File: src/hw/rtl/lfu_pkg.sv
// Shared types and constants for the LFU key/value store.
`timescale 1ns / 1ps
package lfu_pkg;

    localparam int ENTRIES_DEF    = 16;
    localparam int COUNT_BITS_DEF = 16;
    localparam int CAP_W          = 5;
    localparam logic [CAP_W-1:0] CAP_RESET = 5'd16;

    localparam logic CMD_GET = 1'b0;
    localparam logic CMD_SET = 1'b1;

    typedef struct packed {
        logic              command;
        logic signed [31:0] lookup_key;
        logic signed [31:0] write_value;
    } req_t;

    typedef struct packed {
        logic              hit;
        logic signed [31:0] read_value;
        logic              evicted;
        logic signed [31:0] evicted_key;
    } rsp_t;

endpackage

File: src/hw/rtl/lfu_cache_replacement.sv
// Top level of the LFU key/value store with LRU tie-breaking.
`timescale 1ns / 1ps
// Each request runs a lookup pass, a decision step, an optional update pass and the output step.
// A get miss, or a set while the capacity is zero, skips the update pass.
// Each pass walks the single entry memory one row per cycle. The input is stalled until the
// result is loaded into the output register, so a new request is only taken once the last
// one is through, and a result stalled at the output holds up the next one.
// Reset clears all valid bits, the occupancy and the control state; the capacity register
// returns to 16. The entry memory itself is not cleared; a row's contents are used only once written.
module lfu_cache_replacement #(
    parameter int ENTRIES    = lfu_pkg::ENTRIES_DEF,
    parameter int COUNT_BITS = lfu_pkg::COUNT_BITS_DEF
) (
    input  logic                      clk,
    input  logic                      rst_n,
    input  logic                      in_valid,
    output logic                      in_stall,
    input  lfu_pkg::req_t             in_data,
    output logic                      out_valid,
    input  logic                      out_stall,
    output lfu_pkg::rsp_t             out_data,
    input  logic                      cfg_valid,
    output logic                      cfg_ready,
    input  logic [lfu_pkg::CAP_W-1:0] cfg_data
);

    localparam int IDX_W = (ENTRIES > 1) ? $clog2(ENTRIES) : 1;
    localparam int PTR_W = $clog2(ENTRIES + 1) + 1;
    localparam int OCC_W = $clog2(ENTRIES + 1);
    localparam int CMP_W = (OCC_W > lfu_pkg::CAP_W) ? OCC_W + 1 : lfu_pkg::CAP_W + 1;
    localparam logic [PTR_W-1:0] PTR_END = PTR_W'(ENTRIES);
    localparam logic [COUNT_BITS-1:0] COUNT_MAX = '1;

    // Controller states.
    localparam logic [2:0] ST_IDLE   = 3'd0;
    localparam logic [2:0] ST_SCAN   = 3'd1;
    localparam logic [2:0] ST_DECIDE = 3'd2;
    localparam logic [2:0] ST_UPD    = 3'd3;
    localparam logic [2:0] ST_OUT    = 3'd4;

    // One memory row holds everything kept per entry except its valid bit.
    typedef struct packed {
        logic [31:0]           key;
        logic [31:0]           value;
        logic [COUNT_BITS-1:0] count;
        logic [IDX_W-1:0]      rank;
    } row_t;

    row_t mem [ENTRIES];

    logic [2:0]               state_reg, state_next;
    logic [PTR_W-1:0]         ptr_reg;
    logic                     rd_vld_reg;
    logic [IDX_W-1:0]         rd_idx_reg;
    row_t                     rd_row_reg;
    logic [ENTRIES-1:0]       valid_reg;
    logic [OCC_W-1:0]         occ_reg;
    logic [lfu_pkg::CAP_W-1:0] cap_reg;
    lfu_pkg::req_t            req_reg;

    // Results of the lookup pass.
    logic                     match_reg;
    logic [IDX_W-1:0]         match_idx_reg;
    logic [IDX_W-1:0]         match_rank_reg;
    logic [31:0]              match_val_reg;
    logic                     vic_reg;
    logic [IDX_W-1:0]         vic_idx_reg;
    logic [IDX_W-1:0]         vic_rank_reg;
    logic [COUNT_BITS-1:0]    vic_cnt_reg;
    logic [31:0]              vic_key_reg;
    logic                     free_reg;
    logic [IDX_W-1:0]         free_idx_reg;

    // Decisions taken between the two passes.
    logic                     ins_reg;
    logic                     evict_reg;
    logic [IDX_W-1:0]         ins_idx_reg;
    lfu_pkg::rsp_t            rsp_reg;
    logic                     out_valid_reg;

    logic                     sweep;
    logic                     sweep_done;
    logic                     rd_entry_valid;
    logic [CMP_W-1:0]         cap_eff;
    logic                     cap_zero;
    logic                     is_set;
    logic                     do_evict;
    logic                     do_upd;
    logic [IDX_W-1:0]         ins_idx;
    row_t                     wb_row;

    assign cfg_ready = 1'b1;
    assign in_stall  = (state_reg != ST_IDLE);
    assign out_valid = out_valid_reg;
    assign out_data  = rsp_reg;

    // Both passes walk the memory with the same pointer: issue a read for one row per cycle
    // and handle the row that came back from the previous cycle.
    assign sweep          = (state_reg == ST_SCAN) || (state_reg == ST_UPD);
    assign sweep_done     = (ptr_reg == PTR_END) && !rd_vld_reg;
    assign rd_entry_valid = valid_reg[rd_idx_reg];

    // A capacity above the number of entries acts as the number of entries.
    always_comb
    begin
        if (CMP_W'(cap_reg) > CMP_W'(ENTRIES))
            cap_eff = CMP_W'(ENTRIES);
        else
            cap_eff = CMP_W'(cap_reg);
    end

    assign cap_zero = (cap_eff == '0);
    assign is_set   = (req_reg.command == lfu_pkg::CMD_SET);
    assign do_evict = is_set && !cap_zero && !match_reg && vic_reg
                      && (CMP_W'(occ_reg) >= cap_eff);
    assign do_upd   = match_reg ? (!is_set || !cap_zero) : (is_set && !cap_zero);

    // The freed victim row is reused when no row is empty or it lies below the first empty row.
    always_comb
    begin
        if (do_evict && (!free_reg || (vic_idx_reg < free_idx_reg)))
            ins_idx = vic_idx_reg;
        else
            ins_idx = free_idx_reg;
    end

    // Row rewritten during the update pass. Valid bits already show the state after this
    // item, so an inserted row is recognised by its index rather than its valid bit.
    always_comb
    begin
        wb_row = rd_row_reg;
        if (ins_reg)
        begin
            if (rd_idx_reg == ins_idx_reg)
            begin
                wb_row.key   = req_reg.lookup_key;
                wb_row.value = req_reg.write_value;
                wb_row.count = COUNT_BITS'(1);
                wb_row.rank  = '0;
            end
            else if (rd_entry_valid)
            begin
                wb_row.rank = rd_row_reg.rank + IDX_W'(1)
                              - IDX_W'(evict_reg && (rd_row_reg.rank > vic_rank_reg));
            end
        end
        else
        begin
            if (rd_idx_reg == match_idx_reg)
            begin
                wb_row.rank = '0;
                if (rd_row_reg.count != COUNT_MAX)
                    wb_row.count = rd_row_reg.count + COUNT_BITS'(1);
                if (is_set)
                    wb_row.value = req_reg.write_value;
            end
            else if (rd_entry_valid && (rd_row_reg.rank < match_rank_reg))
            begin
                wb_row.rank = rd_row_reg.rank + IDX_W'(1);
            end
        end
    end

    always_comb
    begin
        state_next = state_reg;
        unique case (state_reg)
            ST_IDLE:   if (in_valid) state_next = ST_SCAN;
            ST_SCAN:   if (sweep_done) state_next = ST_DECIDE;
            ST_DECIDE: state_next = do_upd ? ST_UPD : ST_OUT;
            ST_UPD:    if (sweep_done) state_next = ST_OUT;
            ST_OUT:    if (!out_valid_reg || !out_stall) state_next = ST_IDLE;
            default:   state_next = ST_IDLE;
        endcase
    end

    // Entry memory: one read and one write per cycle, read data registered.
    always_ff @(posedge clk)
    begin
        rd_row_reg <= mem[ptr_reg[IDX_W-1:0]];
        if ((state_reg == ST_UPD) && rd_vld_reg)
            mem[rd_idx_reg] <= wb_row;
    end

    always_ff @(posedge clk or negedge rst_n)
    begin
        if (!rst_n)
        begin
            state_reg     <= ST_IDLE;
            ptr_reg       <= '0;
            rd_vld_reg    <= 1'b0;
            valid_reg     <= '0;
            occ_reg       <= '0;
            cap_reg       <= lfu_pkg::CAP_RESET;
            out_valid_reg <= 1'b0;
        end
        else
        begin
            state_reg <= state_next;
            if (cfg_valid && cfg_ready)
                cap_reg <= cfg_data;

            rd_vld_reg <= sweep && (ptr_reg != PTR_END);
            if (sweep && (ptr_reg != PTR_END))
                ptr_reg <= ptr_reg + PTR_W'(1);
            else if (sweep_done || (state_reg == ST_IDLE))
                ptr_reg <= '0;

            if (state_reg == ST_DECIDE && do_upd && !match_reg)
            begin
                if (do_evict)
                    valid_reg[vic_idx_reg] <= 1'b0;
                valid_reg[ins_idx] <= 1'b1;
                if (!do_evict)
                    occ_reg <= occ_reg + OCC_W'(1);
            end

            // A new result is offered once the previous one has been taken.
            if ((state_reg == ST_OUT) && (!out_valid_reg || !out_stall))
                out_valid_reg <= 1'b1;
            else if (out_valid_reg && !out_stall)
                out_valid_reg <= 1'b0;
        end
    end

    // Payload and pass bookkeeping; no reset needed.
    always_ff @(posedge clk)
    begin
        if ((state_reg == ST_IDLE) && in_valid)
        begin
            req_reg   <= in_data;
            match_reg <= 1'b0;
            vic_reg   <= 1'b0;
            free_reg  <= 1'b0;
        end

        if ((state_reg == ST_SCAN) && rd_vld_reg)
        begin
            if (rd_entry_valid && (rd_row_reg.key == req_reg.lookup_key))
            begin
                match_reg      <= 1'b1;
                match_idx_reg  <= rd_idx_reg;
                match_rank_reg <= rd_row_reg.rank;
                match_val_reg  <= rd_row_reg.value;
            end
            // Lowest count wins; among equal counts the oldest (largest rank).
            if (rd_entry_valid && (!vic_reg || (rd_row_reg.count < vic_cnt_reg)
                || ((rd_row_reg.count == vic_cnt_reg) && (rd_row_reg.rank > vic_rank_reg))))
            begin
                vic_reg      <= 1'b1;
                vic_idx_reg  <= rd_idx_reg;
                vic_rank_reg <= rd_row_reg.rank;
                vic_cnt_reg  <= rd_row_reg.count;
                vic_key_reg  <= rd_row_reg.key;
            end
            if (!rd_entry_valid && !free_reg)
            begin
                free_reg     <= 1'b1;
                free_idx_reg <= rd_idx_reg;
            end
        end

        if (sweep)
            rd_idx_reg <= ptr_reg[IDX_W-1:0];

        if (state_reg == ST_DECIDE)
        begin
            ins_reg     <= !match_reg;
            evict_reg   <= do_evict;
            ins_idx_reg <= ins_idx;
        end

        // The result register is only loaded once the previous result has left it.
        if ((state_reg == ST_OUT) && (!out_valid_reg || !out_stall))
        begin
            rsp_reg.hit         <= match_reg;
            rsp_reg.read_value  <= (match_reg && !is_set) ? match_val_reg : '1;
            rsp_reg.evicted     <= evict_reg;
            rsp_reg.evicted_key <= evict_reg ? vic_key_reg : '0;
        end
    end

    // The number of valid entries always equals the occupancy count.
    a_occ_matches_valid: assert property (@(posedge clk) disable iff (!rst_n)
        $countones(valid_reg) == 32'(occ_reg))
        else $error("occupancy differs from valid bit count");

    // An eviction only ever comes from a set miss.
    a_evict_not_hit: assert property (@(posedge clk) disable iff (!rst_n)
        out_valid |-> !(out_data.hit && out_data.evicted))
        else $error("eviction reported on a hit");

    // Occupancy grows by at most one per item and never past the entry count.
    a_occ_bounded: assert property (@(posedge clk) disable iff (!rst_n)
        (32'(occ_reg) <= ENTRIES) && (occ_reg <= $past(occ_reg) + OCC_W'(1)))
        else $error("occupancy out of range");

endmodule
File: config.mk
export PLATFORM = sky130hd
export DESIGN_NAME = lfu_cache_replacement
export DESIGN_NICKNAME = d
export VERILOG_FILES = /design/src/hw/rtl/lfu_pkg.sv /design/src/hw/rtl/lfu_cache_replacement.sv
export SDC_FILE = /design/constraint.sdc
export NUM_CORES = 2
export LEC_CHECK = 0
export BUFFER_PORTS_ARGS = -buffer_cell sky130_fd_sc_hd__buf_4
export CORE_ASPECT_RATIO = 0.8
export CORE_MARGIN = 2
export CORE_UTILIZATION = 50
export DETAILED_ROUTE_END_ITERATION = 8
export PLACE_DENSITY = 0.66
export SLEW_MARGIN = 20
export SYNTH_ARGS = -nofsm -noshare
export SYNTH_HDL_FRONTEND = slang
export SYNTH_SLANG_ARGS = --single-unit
File: constraint.sdc
create_clock -name clk -period 9 [get_ports clk]
set_input_delay 0 -clock clk [delete_from_list [all_inputs] [get_ports clk]]
set_output_delay 0 -clock clk [all_outputs]
set_load 0.005 [all_outputs]
==> impl_metrics.yaml <==
logic_synthesis:
  yosys.area.top_type_share: 0.734
  ys.flop_type: "edfxtp_1"
  yosysWarnings: 0
  syn_nets: 3088
  synthDistinctLibCells: 63
  synth-async-reset-ratio: 0.0217
  yosys.area.top_type: "edfxtp_1"
  yosysMostFrequentCell: "edfxtp_1"
  synth_cells: 2975
  synthTopCellsByArea: "edfxtp_1 (73%), mux4_2 (15%), dfxtp_1 (2.7%)"
  ys_ff_latch: 1709
  synth-seq-area-share: 0.775
  synth.avg_cell_area_um2: 21.8
  syn_area_um2: 64800
  synthTopCellsByCount: "edfxtp_1 (1585), mux4_2 (421), nand2_1 (156)"
  synth_edf_count: 1585
grt:
  use_met2: 0.355
  grt_max_degree: 120
  grt_pass1_wl_mm: 214
  use_met3: 0.0410
  grt_pass1_vias: 32100
  gr-usage-met1: 0.320
  busiest_layer: "met2"
  grt_util_all_layers: 0.222
  antenna_found_initial: 2
  overflow: 0
pwr:
  cellPowerDensity_nw_per_um2: 318
  power_mw: 23.9
  p_leak_nw: 24.4
  worst_ir_drop_vdd_mv: 0.278
sta:
  relSlewSlack: 0.253
  setup_ws_ns: 5.02
  rsz0062_at_grt: "false"
  finalSetupViolCount: 0
  worst_pin_slew_ns: 1.12
  period_share: 0.442
  fmax_ghz: 0.251
  fin_crit_ns: 3.98
  slew_violations: 0
  fin_skew_ns: 0.0545
  hold_viol: 0
  fin_setup_tns_ns: 0
min_path:
  holdPathEnd: "cap_reg[2]"
  hold_depth: 3
  min_from: "cfg_data[2]"
  min_path_type: "input port to register"
clock_tree:
  cts_buffers: 164
  cts.sinks: 1709
  post_cts_buffers: 0
  cts_hold_buf: 146
  cts-resized-gates: 0
  htreeDepth: 4
  cts_tree: "built"
  clk_latency_ns: 0.81
  cts_buffer_depth: 3
  root_buffer: "clkbuf_16"
  clk_pin_slew_ns: 0.06
setup_path:
  cp_data_arrival_time_ns: 4.40
  startpoint_type: "register"
  ff2ff_path_depth: 7
  crit_required_ns: 9.42
  r2r_slack_ns: 5.02
  r2r-end: "vic_key_reg[4]"
  slowest_delay_ns: 0.74
  slowest_stage: "edfxtp_1"
  path_buf_inv: 1
  end_kind: "register"
  crit_family: "compound AO/OA/AOI/OAI gates"
  crit_fanout: 46
  crit_type: "register to register"
  reg2reg_from: "rd_idx_reg[1]"
  crit_chain: "mux4_1 -> nor2_1 -> or4_1 -> o21ai_1 -> nand2_1 -> a31oi_4 -> buf_4"
finish:
  antennaDiodeCount: 0
  drive_gt1_frac: 0.275
  stdcell_area_um2: 75200
  area_growth_pct: 16.1
  fin_cells: 5248
  nets: 3479
  largest_reg_flops: 1344
  layout.filler_cells: 9164
placed_design:
  hpwl_mm: 73.9
  io_buffers: 142
  dp_slack_ns: 5.07
  place_area_um2: 68300
  placed_cells: 4793
  gp_routability_congestion: 0.819
die:
  design.die.area_um2: 133000
  rows: 118
  die_w_um: 407
  ios: 144
  initial_core_util: 0.502
  die_height_um: 326
  fp.coreArea_um2: 129000
drt:
  first_iter_violations: 3778
  num_vias: 31200
  viasPerCell: 5.94
  drc_errors: 0
  drtPass1Iterations: 6
  wl_per_cell_um: 27.5
  ant_nets: 0
  wl_mm: 144
flow_run:
  drv_cap: 0
status:
  status: "completed"
## metal layers
metal  wire length (um)  share of wire
met5                  0              0
met4               2720          0.019
met3              11300          0.078
met2              70900           0.49
met1              59500           0.41
## worst min-delay path, stage by stage
cell           delay, ns
dlygate4sd3_1       0.54
buf_4               0.10
mux2_2              0.13
## power breakdown
group          switching, mW  total [mW]  leakage, nW  internal, mW
clock network           2.94        6.89         2.67          3.95
logic                   3.22        5.69         6.23          2.47
registers              0.641        11.3         15.5          10.7
total                   6.80        23.9         24.4          17.1
## placed cells by master, fill, tap and decap left out, types with 11 or more instances in the layout
master	instances
bufinv_16	13
nand2_1	156
inv_1	42
dfrtp_1	32
mux4_2	421
o21ai_0	21
clkinv_2	31
nor3_1	26
clkbuf_1	31
dfxtp_1	87
nand3_1	20
dlygate4sd3_1	145
nand4_1	25
or3_1	36
clkbuf_8	19
and3_1	11
a21oi_1	13
nor2_1	40
buf_4	205
ha_1	38
and2_1	36
nor3b_1	15
clkbuf_16	166
nor2_4	12
xor2_1	37
nor4_1	17
xnor2_1	13
clkinv_1	26
edfxtp_1	1585
mux2_2	40
a21o_1	13
## worst max path at each step
stage,startpoint,to,cells after the start,slack (ns)
floorplan,state_reg[0],mem[0][0],4,1.55
global placement,rd_idx_reg[1],vic_key_reg[5],7,5.15
detailed placement,rd_idx_reg[1],vic_key_reg[6],7,5.07
CTS,rd_idx_reg[1],vic_key_reg[12],7,5.04
global route,rd_idx_reg[1],vic_key_reg[25],7,4.76
finish,rd_idx_reg[1],vic_key_reg[4],7,5.02
## through the flow
step / hold slack, ns / util
after floorplan: -0.296 / -
after global placement: -0.0115 / 0.529
after detailed placement: 0.00743 / 0.529
after CTS: 0.00270 / 0.583
after global routing: 0.0422 / 0.583
final: 0.0387 / 0.583
## final cells by class
class                   count  area (um2)  share of cell area
clock buffers             216        4530              0.0602
clock inverters            92         940              0.0125
inverters                  45         170             0.00226
multi-input cells        1086       14000               0.186
flip-flops and latches   1709       50300               0.668
well taps                1740        2180              0.0289
repair buffers            360        3180              0.0422
## cells by family after synthesis
group           share of synthesized area
compound gates                     0.0104
simple gates                       0.0326
buf+inv                            0.0117
xor+xnor                          0.00676
mux                                 0.156
flops                               0.775
other cells                     0.0000579
fa+ha+maj                         0.00734
(Power assumes the default switching activity.)
